File: config.mk
export PLATFORM = sky130hd
export DESIGN_NAME = sorted_unique_set_engine
export DESIGN_NICKNAME = d
export VERILOG_FILES = /design/src/rtl/sus_pkg.sv /design/src/rtl/sus_cell.sv /design/src/rtl/sorted_unique_set_engine.sv
export VERILOG_INCLUDE_DIRS = /design/src /design/src/rtl
export SDC_FILE = /design/constraint.sdc
export NUM_CORES = 2
export LEC_CHECK = 0
export BUFFER_PORTS_ARGS = -buffer_cell sky130_fd_sc_hd__buf_2
export CORE_MARGIN = 2
export CORE_UTILIZATION = 50
export CTS_BUF_LIST = sky130_fd_sc_hd__clkbuf_4 sky130_fd_sc_hd__clkbuf_8 sky130_fd_sc_hd__clkbuf_16
export DETAILED_ROUTE_END_ITERATION = 7
export GPL_TIMING_DRIVEN = 1
export HOLD_SLACK_MARGIN = 0.05
export PLACE_DENSITY = 0.66
export RECOVER_POWER = 25
export SYNTH_ARGS = -nofsm -noshare
export SYNTH_HDL_FRONTEND = slang
export SYNTH_SLANG_ARGS = --single-unit
File: constraint.sdc
create_clock -name aclk -period 5.15 [get_ports aclk]
set_input_delay 0.7725 -clock aclk [delete_from_list [all_inputs] [get_ports aclk]]
set_output_delay 0.7725 -clock aclk [all_outputs]
set_load 0.02 [all_outputs]
File: src/rtl/assert_macros.svh
// Assertion helpers for the RTL.
`ifndef ASSERT_MACROS_SVH
`define ASSERT_MACROS_SVH

// Same-cycle implication, checked outside reset.
`define SUS_ASSERT_NOW(label, clk, rstn, ante, cons) \
    label: assert property (@(posedge clk) disable iff (!(rstn)) (ante) |-> (cons)) \
        else $error("sus assertion failed");

// Next-cycle implication, checked outside reset.
`define SUS_ASSERT_NEXT(label, clk, rstn, ante, cons) \
    label: assert property (@(posedge clk) disable iff (!(rstn)) (ante) |=> (cons)) \
        else $error("sus assertion failed");

`endif

File: src/rtl/sus_pkg.sv
`timescale 1ns / 1ps
`default_nettype none

package sus_pkg;

    localparam int VALUE_W          = 32;
    localparam int DEFAULT_CAPACITY = 16;

    localparam logic FUNC_INSERT = 1'b0;
    localparam logic FUNC_REMOVE = 1'b1;

    localparam logic [2:0] ST_INSERTED = 3'd0;
    localparam logic [2:0] ST_PRESENT  = 3'd1;
    localparam logic [2:0] ST_REMOVED  = 3'd2;
    localparam logic [2:0] ST_ABSENT   = 3'd3;
    localparam logic [2:0] ST_FULL     = 3'd4;

    typedef struct packed {
        logic                      func;
        logic signed [VALUE_W-1:0] value;
    } in_t;

    typedef struct packed {
        logic [2:0] status;
        logic [4:0] held_count;
    } out_t;

    // Broadcast from the controller to every cell of the row.
    typedef struct packed {
        logic                      capture;
        logic                      ins;
        logic                      rem;
        logic signed [VALUE_W-1:0] key;
    } cell_ctrl_t;

endpackage

`default_nettype wire

File: src/rtl/sus_cell.sv
`timescale 1ns / 1ps
`default_nettype none

module sus_cell #(
    parameter int CNT_W = 5,
    parameter int IDX   = 0
) (
    input  wire                                     aclk,
    input  wire sus_pkg::cell_ctrl_t                ctrl,
    input  wire logic [CNT_W-1:0]                   count,
    input  wire logic                               prev_lt,
    input  wire logic signed [sus_pkg::VALUE_W-1:0] left_val,
    input  wire logic signed [sus_pkg::VALUE_W-1:0] right_val,
    output logic signed [sus_pkg::VALUE_W-1:0]      val,
    output logic                                    lt,
    output logic                                    eq
);

    logic signed [sus_pkg::VALUE_W-1:0] val_reg;
    logic signed [sus_pkg::VALUE_W-1:0] val_next;
    logic                               lt_reg;
    logic                               eq_reg;
    logic                               occupied;

    assign occupied = count > CNT_W'(IDX);

    // Cells at or after the insert point take the new value or their left
    // neighbor; on a remove they pull from the right neighbor.
    always_comb begin
        val_next = val_reg;
        if (ctrl.ins && !lt_reg) begin
            val_next = prev_lt ? ctrl.key : left_val;
        end else if (ctrl.rem && !lt_reg) begin
            val_next = right_val;
        end
    end

    always_ff @(posedge aclk) begin
        val_reg <= val_next;
        if (ctrl.capture) begin
            lt_reg <= occupied && (val_reg < ctrl.key);
            eq_reg <= occupied && (val_reg == ctrl.key);
        end
    end

    assign val = val_reg;
    assign lt  = lt_reg;
    assign eq  = eq_reg;

endmodule

`default_nettype wire

File: src/rtl/sorted_unique_set_engine.sv
`timescale 1ns / 1ps
`default_nettype none
// Channel   Direction  Handshake           Beat
// s_        in         s_valid / s_ready   sus_pkg::in_t  (func, value)
// m_        out        m_valid / m_ready   sus_pkg::out_t (status, held_count)
//
// Each request goes through accept, a compare in every cell of the
// row, and the shift that applies the insert or remove.
// The shift cycle waits while the previous result beat is still not taken.
// Synchronous active-low reset empties the set; stored values are not cleared.

module sorted_unique_set_engine #(
    parameter int CAPACITY = sus_pkg::DEFAULT_CAPACITY
) (
    input  wire                 aclk,
    input  wire                 aresetn,
    input  wire                 s_valid,
    output logic                s_ready,
    input  wire sus_pkg::in_t   s_data,
    output logic                m_valid,
    input  wire                 m_ready,
    output sus_pkg::out_t       m_data
);

    `include "assert_macros.svh"

    localparam int CNT_W = $clog2(CAPACITY + 1);

    typedef enum logic [1:0] {
        S_IDLE,
        S_CMP,
        S_UPD
    } state_t;

    state_t                             state_reg;
    logic                               func_reg;
    logic signed [sus_pkg::VALUE_W-1:0] key_reg;
    logic [CNT_W-1:0]                   count_reg;
    logic                               m_valid_reg;
    sus_pkg::out_t                      m_data_reg;

    sus_pkg::cell_ctrl_t                ctrl;
    logic signed [sus_pkg::VALUE_W-1:0] cell_val [CAPACITY];
    logic [CAPACITY-1:0]                lt_vec;
    logic [CAPACITY-1:0]                eq_vec;
    logic                               hit;
    logic                               full;
    logic                               out_free;
    logic                               do_upd;
    logic [2:0]                         status_next;
    logic [CNT_W-1:0]                   count_next;

    assign out_free = !m_valid_reg || m_ready;
    assign do_upd   = (state_reg == S_UPD) && out_free;
    assign hit      = |eq_vec;
    assign full     = count_reg == CNT_W'(CAPACITY);

    always_comb begin
        ctrl.capture = state_reg == S_CMP;
        ctrl.key     = key_reg;
        ctrl.ins     = do_upd && (func_reg == sus_pkg::FUNC_INSERT) && !hit && !full;
        ctrl.rem     = do_upd && (func_reg == sus_pkg::FUNC_REMOVE) && hit;
    end

    always_comb begin
        count_next = count_reg;
        if (func_reg == sus_pkg::FUNC_INSERT) begin
            if (hit) begin
                status_next = sus_pkg::ST_PRESENT;
            end else if (full) begin
                status_next = sus_pkg::ST_FULL;
            end else begin
                status_next = sus_pkg::ST_INSERTED;
                count_next  = count_reg + CNT_W'(1);
            end
        end else begin
            if (hit) begin
                status_next = sus_pkg::ST_REMOVED;
                count_next  = count_reg - CNT_W'(1);
            end else begin
                status_next = sus_pkg::ST_ABSENT;
            end
        end
    end

    genvar gi;
    generate
        for (gi = 0; gi < CAPACITY; gi++) begin : g_cell
            logic                               prev_lt;
            logic signed [sus_pkg::VALUE_W-1:0] left_val;
            logic signed [sus_pkg::VALUE_W-1:0] right_val;

            // Cell 0 sees a virtual smaller neighbor, so it takes the key itself.
            if (gi == 0) begin : g_first
                assign prev_lt  = 1'b1;
                assign left_val = key_reg;
            end else begin : g_mid
                assign prev_lt  = lt_vec[gi-1];
                assign left_val = cell_val[gi-1];
            end

            if (gi == CAPACITY - 1) begin : g_last
                assign right_val = cell_val[gi];
            end else begin : g_inner
                assign right_val = cell_val[gi+1];
            end

            sus_cell #(
                .CNT_W (CNT_W),
                .IDX   (gi)
            ) u_cell (
                .aclk      (aclk),
                .ctrl      (ctrl),
                .count     (count_reg),
                .prev_lt   (prev_lt),
                .left_val  (left_val),
                .right_val (right_val),
                .val       (cell_val[gi]),
                .lt        (lt_vec[gi]),
                .eq        (eq_vec[gi])
            );
        end
    endgenerate

    always_ff @(posedge aclk) begin
        if (!aresetn) begin
            state_reg   <= S_IDLE;
            count_reg   <= '0;
            m_valid_reg <= 1'b0;
        end else begin
            if (do_upd) begin
                m_valid_reg <= 1'b1;
            end else if (m_ready) begin
                m_valid_reg <= 1'b0;
            end
            case (state_reg)
                S_IDLE: begin
                    if (s_valid) begin
                        func_reg  <= s_data.func;
                        key_reg   <= s_data.value;
                        state_reg <= S_CMP;
                    end
                end
                S_CMP: begin
                    state_reg <= S_UPD;
                end
                S_UPD: begin
                    if (out_free) begin
                        count_reg             <= count_next;
                        m_data_reg.status     <= status_next;
                        m_data_reg.held_count <= 5'(count_next);
                        state_reg             <= S_IDLE;
                    end
                end
                default: begin
                    state_reg <= S_IDLE;
                end
            endcase
        end
    end

    assign s_ready = state_reg == S_IDLE;
    assign m_valid = m_valid_reg;
    assign m_data  = m_data_reg;

    `SUS_ASSERT_NOW(a_count_bound, aclk, aresetn, 1'b1, count_reg <= CNT_W'(CAPACITY))
    `SUS_ASSERT_NOW(a_single_match, aclk, aresetn, state_reg == S_UPD, $countones(eq_vec) <= 1)
    `SUS_ASSERT_NEXT(a_insert_grows, aclk, aresetn, ctrl.ins, count_reg == $past(count_reg) + CNT_W'(1))

endmodule

`default_nettype wire
---- Word-level counts from Yosys, hierarchy flattened ----
Index checks and enable logic that the tools add are counted.
word-level totals
  word-level logic and storage cells ...... 280
  register bits after elaboration ......... 593
  bits of input ports ..................... 37
  output and inout port bits .............. 10
operators by class
  eq/ne operators ......................... 21
  magnitude comparators ................... 32
  reduce and logical (&&, ||, !) cells .... 111
  add/subtract/negate cells ............... 2
  bitwise gates (word level) .............. 1
  multiplexer cells ....................... 58
operators with widths
  kind                   number
  $mux W32               45
  $eq A32 B32 Y1         16
  $lt A32 B32 Y1         16
  $logic_and A1 B1 Y1    69
  $gt A5 B4 Y1 const B   8
  $reduce_bool A2 Y1     16
  $gt A5 B3 Y1 const B   4
  $mux W5                4
  $logic_not A1 Y1       19
  $reduce_or A16 Y1      1
  $gt A5 B1 Y1 const B   2
  $gt A5 B2 Y1 const B   2
  $mux W3                3
  $pmux W2 S3            1
  $reduce_and A3 Y1      2
  $add A5 B1 Y5 const B  1
  $eq A5 B5 Y1 const B   1
  $sub A5 B1 Y5 const B  1
  $mux W2                2
  $ne A2 B2 Y1 const B   2
  $reduce_and A2 Y1      2
  $mux W1                3
  $eq A2 B1 Y1 const B   1
  $eq A2 B2 Y1 const B   1
  3 further kinds        3

---- Logic depth before layout (Yosys ltp) ----
  depth after elaboration ................. 8
  gate-level depth with buffers ........... 12
  depth with buffers taken out ............ 8

---- Hierarchy ----
Synthesis repeated with hierarchy kept, for this count alone.
second synthesis, totals
  cells, all modules ...................... 4299
  area total of the unflattened synthesis .. 42425.7 um^2
by module, submodules not included
  module                            times used  area an instance (um^2)  sequential area each (um^2)  cells an instance
  sus_cell (g_cell[12].u_cell ...)  2           2534.9                   1021.0                       260
  sus_cell (g_cell[11].u_cell ...)  2           2509.9                   1021.0                       260
  sus_cell (g_cell[0].u_cell)       1           2566.2                   1021.0                       262
  sus_cell (g_cell[13].u_cell)      1           2563.7                   1021.0                       262
  sus_cell (g_cell[15].u_cell)      1           2553.7                   1021.0                       259
  sus_cell (g_cell[9].u_cell)       1           2541.2                   1021.0                       264
  sus_cell (g_cell[2].u_cell)       1           2537.4                   1021.0                       259
  sus_cell (g_cell[6].u_cell)       1           2531.2                   1021.0                       259
  sus_cell (g_cell[14].u_cell)      1           2529.9                   1021.0                       264
  sus_cell (g_cell[5].u_cell)       1           2526.2                   1021.0                       262
  sus_cell (g_cell[1].u_cell)       1           2524.9                   1021.0                       262
  sus_cell (g_cell[10].u_cell)      1           2519.9                   1021.0                       260
  sus_cell (g_cell[8].u_cell)       1           2518.7                   1021.0                       260
  sus_cell (g_cell[7].u_cell)       1           2508.7                   1021.0                       260
  sorted_unique_set_engine          1           1914.3                   1391.3                       126

---- Least setup slack after synthesis ----
Ideal clock, no wire load.
  kind .................................... reg-to-reg
  start point ............................. register count_reg[0]
  end point ............................... register g_cell[0].u_cell.val_reg, in the netlist g_cell[0].u_cell.val[0] (enable)
  cell stages (with the launch flop) ...... 11
  slack ................................... 1.396 ns
  buffers on the path ..................... 3
  required time ........................... 4.729 ns
  arrival time ............................ 3.333 ns
  library setup time ...................... 0.421 ns
  path through ............................ dfxtp_1 > clkbuf_1 > inv_1 > ha_1 > nor3b_2 > a21oi_1 > mux2i_1 > nand2b_1 > buf_2 > buf_2 > nor2_1
between the ends
  cells in the longest elaborated chain, start to end .. 5
RTL lines
  item                                 RTL line                         source
  start: declaration                   sorted_unique_set_engine.sv:38   logic [CNT_W-1:0] count_reg;
  start signal: assignment             sorted_unique_set_engine.sv:149  count_reg <= count_next;
  $eq A5 B5 Y1                         sorted_unique_set_engine.sv:56   assign full = count_reg == CNT_W'(CAPACITY);
  $logic_not A1 Y1                     sorted_unique_set_engine.sv:61   ctrl.ins = do_upd && (func_reg == sus_pkg::FUNC_INSERT) && !hit && !full;
  $logic_and A1 B1 Y1                  sorted_unique_set_engine.sv:61
  $logic_and A1 B1 Y1                  sus_cell.sv:31                   if (ctrl.ins && !lt_reg) begin
  $reduce_bool A2 Y1 (no source line)  --
  end signal: assignment               sus_cell.sv:39                   val_reg <= val_next;
  end: declaration                     sus_cell.sv:19                   logic signed [sus_pkg::VALUE_W-1:0] val_reg;
No other way between the ends.
A chain may end at the register's enable or synchronous reset.

---- Final worst setup path ----
  start point ............................. register g_cell[1].u_cell.eq_reg
  end point ............................... register g_cell[15].u_cell.val_reg, in the netlist g_cell[15].u_cell.val[7] (enable)
between the ends
  cells in the longest elaborated chain, start to end .. 5
RTL lines
  item                               RTL line                        source
  start: declaration                 sus_cell.sv:22                  logic eq_reg;
  start signal: assignment           sus_cell.sv:42                  eq_reg <= occupied && (val_reg == ctrl.key);
  $reduce_or A16 Y1                  sorted_unique_set_engine.sv:55  assign hit = |eq_vec;
  $logic_not A1 Y1                   sorted_unique_set_engine.sv:61
  $logic_and A1 B1 Y1 (2 in series)  sorted_unique_set_engine.sv:61
  $logic_and A1 B1 Y1                sus_cell.sv:31
  end signal: assignment             sus_cell.sv:39
  end: declaration                   sus_cell.sv:19
No other way between the ends.

==> impl_metrics.yaml <==
synthesis:
  syn_area_sq_um: 40120
  syn_inst: 3748
  synthFlopType: "edfxtp_1"
  synth-async-reset-ratio_pct: 0
  yosys_warnings: 0
  synth_cell_types: 63
  synth_edf_count: 585
  syn-num-nets: 4302
  synth_area_per_cell_sq_um: 10.70
  ys_seq_area_share_pct: 44.19
  synth.ff_latch_count: 593
worst_setup_path:
  end_kind: "flop"
  r2r_end: "g_cell[15].u_cell.val[7]"
  crit_arrival_ns: 4.58
  r2r-start: "g_cell[1].u_cell.eq"
  criticalPathCategory: "reg2reg"
  r2r_cells: 6
  r2r_slack_ns: 0.81
  cp_max_fo: 22
  start_kind: "flop"
  crit_required_ns: 5.39
  max_stage_delay_ns: 1.04
  cp_slowest_cell: "nor2_1"
  crit_chain: "nor4_1 > nand4_1 > clkbuf_1 > nand3b_4 > nor2_1 > clkbuf_2"
floorplan:
  core-area_sq_um: 79260
  die_x_um: 287.3
  fp.dieH_um: 287.3
  start_util_pct: 50.62
  io_pins: 47
  dieArea_sq_um: 82520
  rows: 103
pwr:
  p_leak_nw: 18.26
  power.density_nw_per_um2: 259.1
  vdd_drop_max_mv: 0.3059
  internal-power_mw: 8.507
  clkPwrFrac_pct: 44.0
  p_switching_mw: 2.680
  finalPower_mw: 11.19
  p_sw_share_pct: 23.96
  p_comb_share_pct: 7.7
  share_seq_of_total_power_pct: 48.3
sta:
  setup_violations: 0
  holdWs_ns: 0.3186
  drv_slew: 93
  rsz0062_at_grt: "false"
  clock_skew_ns: 0.02180
  fin_crit_sh_pct: 84.36
  slew_headroom_pct: -77.92
  hold_viol: 0
  setup_total_negative_slack_ns: 0
  fmax_mhz: 230.2
  fin_crit_ns: 4.344
  tightest_slew_ns: 2.669
routing:
  drc: 0
  initialDrtViolationCount: 2008
  viasPerCell: 6.013
  post_drt_wl_per_cell_um: 22.20
  vias: 29020
  antenna_left: 0
  first_pass_iters: 5
  wl_mm: 107.1
global_route:
  grtUsageTotal_pct: 25.92
  antenna_found_initial: 0
  grt-ovfl-total: 0
  grt_first_pass_wirelength_mm: 166.9
  grt_pass1_vias: 28680
  grt_max_degree: 65
hold_path:
  min_from: "s_data[11]"
  holdPathStages: 1
  hold_end: "g_cell[0].left_val[11]"
  hp-class: "in2reg"
clock_tree:
  cts_resized: 0
  root_buffer: "clkbuf_16"
  post-cts-setup-buffer-count: 0
  cts_hold_repair.buffers: 0
  path_clk_slew_ns: 0.06
  cts_max_level: 3
  cts_tree: "yes"
  clock_sinks: 593
  clockBufferDepth: 3
  insertion_delay_ns: 0.62
  cts_buffers: 70
layout:
  largest_reg_flops: 512
  final_cell_mix: "nand2_1, edfxtp_1, ha_1"
  nNetsFinal: 4278
  drive_above_1_share_pct: 7.150
  layout_commonest_cell: "nand2_1"
  diodes: 0
  syn_to_final_growth_pct: 7.635
outcome:
  status: "finished, violations left"
  failed_checks: "capacitance limit, slew limit"
placement:
  place_hpwl_mm: 81.86
  place.gp.congestion: 0.9234
  portBuffers: 46
run:
  maxCapViolations: 3
worst max-delay path by stage:
stage	start	endpoint	slack, ns	cells after the start
4_1_cts	g_cell[0].left_val[4]	g_cell[15].u_cell.lt	1.04	8
3_3_place_gp	g_cell[0].left_val[15]	g_cell[11].u_cell.lt	1.05	9
6_report	g_cell[1].u_cell.eq	g_cell[15].u_cell.val[7]	0.81	6
2_1_floorplan	count_reg[0]	g_cell[0].u_cell.val[0]	1.40	10
5_1_grt	g_cell[1].u_cell.eq	g_cell[15].u_cell.val[4]	0.65	6
3_5_place_dp	g_cell[0].left_val[15]	g_cell[11].u_cell.lt	1.08	9
per-stage QoR:
stage / cells / cell area, sq um / utilization [%] / worst slack [ns]
6_report: 4826 / 43180 / 54.48 / 0.8057
5_1_grt: 4826 / 43180 / 54.48 / 0.6498
4_1_cts: 4825 / 43240 / 54.56 / 1.039
3_5_place_dp: 4701 / 41020 / 51.76 / 1.076
3_3_place_gp: 4701 / 41020 / 51.76 / 1.047
2_1_floorplan: 3748 / 40120 / - / 1.396
cell families after synthesis:
logic type,count (synthesis),synth area share (%)
and+or+nand+nor,963,11.06
AOI/OAI and AO/OA,913,12.72
DFF,593,44.19
adders and majority gates,517,16.12
muxes,484,12.20
buffers and inverters,276,3.668
xor gates and xnor gates,2,0.04367
cell type report:
type                            instances  area [sq um]
Sequential cell                       593         17730
Tap cell                             1050          1314
Clock inverter                         32         235.2
Fill cell                            6873         36070
Inverter                               68         255.2
Multi-Input combinational cell       2879         20980
Clock buffer                           92          1982
Timing Repair Buffer                  112         685.7
critical path: cells and delay by family (launching register included):
kind / cells / cell delay (ns)
buf+inv: 2 / 1.11
simple gates: 4 / 2.40
flops: 1 / 0.42
routing by layer:
layer	part of all wire, %	vias up	routed length [um]	track usage (%)
met4	4.5	0	4817	11.77
met1	46	13850	48870	35.81
met3	4.9	209	5221	2.754
li1	-	14140	-	-
met2	45	820	48210	41.16
met5	0	-	0	0
cell usage after synthesis (29+ instances only):
cell | number | area share (%)
a21o_1 | 52 | 0.97
a21oi_1 | 199 | 2.5
a221oi_1 | 29 | 0.63
and4_1 | 42 | 0.92
buf_6 | 44 | 1.2
clkbuf_1 | 123 | 1.2
edfxtp_1 | 585 | 44
ha_1 | 517 | 16
inv_1 | 68 | 0.64
mux2_2 | 31 | 0.87
mux2i_1 | 451 | 11
nand2_1 | 609 | 5.7
nand3_1 | 52 | 0.65
nand4_1 | 64 | 1.0
nor2_1 | 57 | 0.53
nor3_1 | 32 | 0.40
o21ai_0 | 174 | 2.2
o21ai_1 | 368 | 4.6
power groups by stage:
stage / clock (mW) / combinational [mW] / sequential [mW]
2_1_floorplan: 0 / 0.618 / 5.45
3_3_place_gp: 0 / 0.833 / 5.50
3_5_place_dp: 0 / 0.854 / 5.50
4_1_cts: 5.00 / 0.859 / 5.40
5_1_grt: 5.18 / 0.952 / 5.41
6_report: 4.93 / 0.857 / 5.40
(Power assumes the default switching activity.)
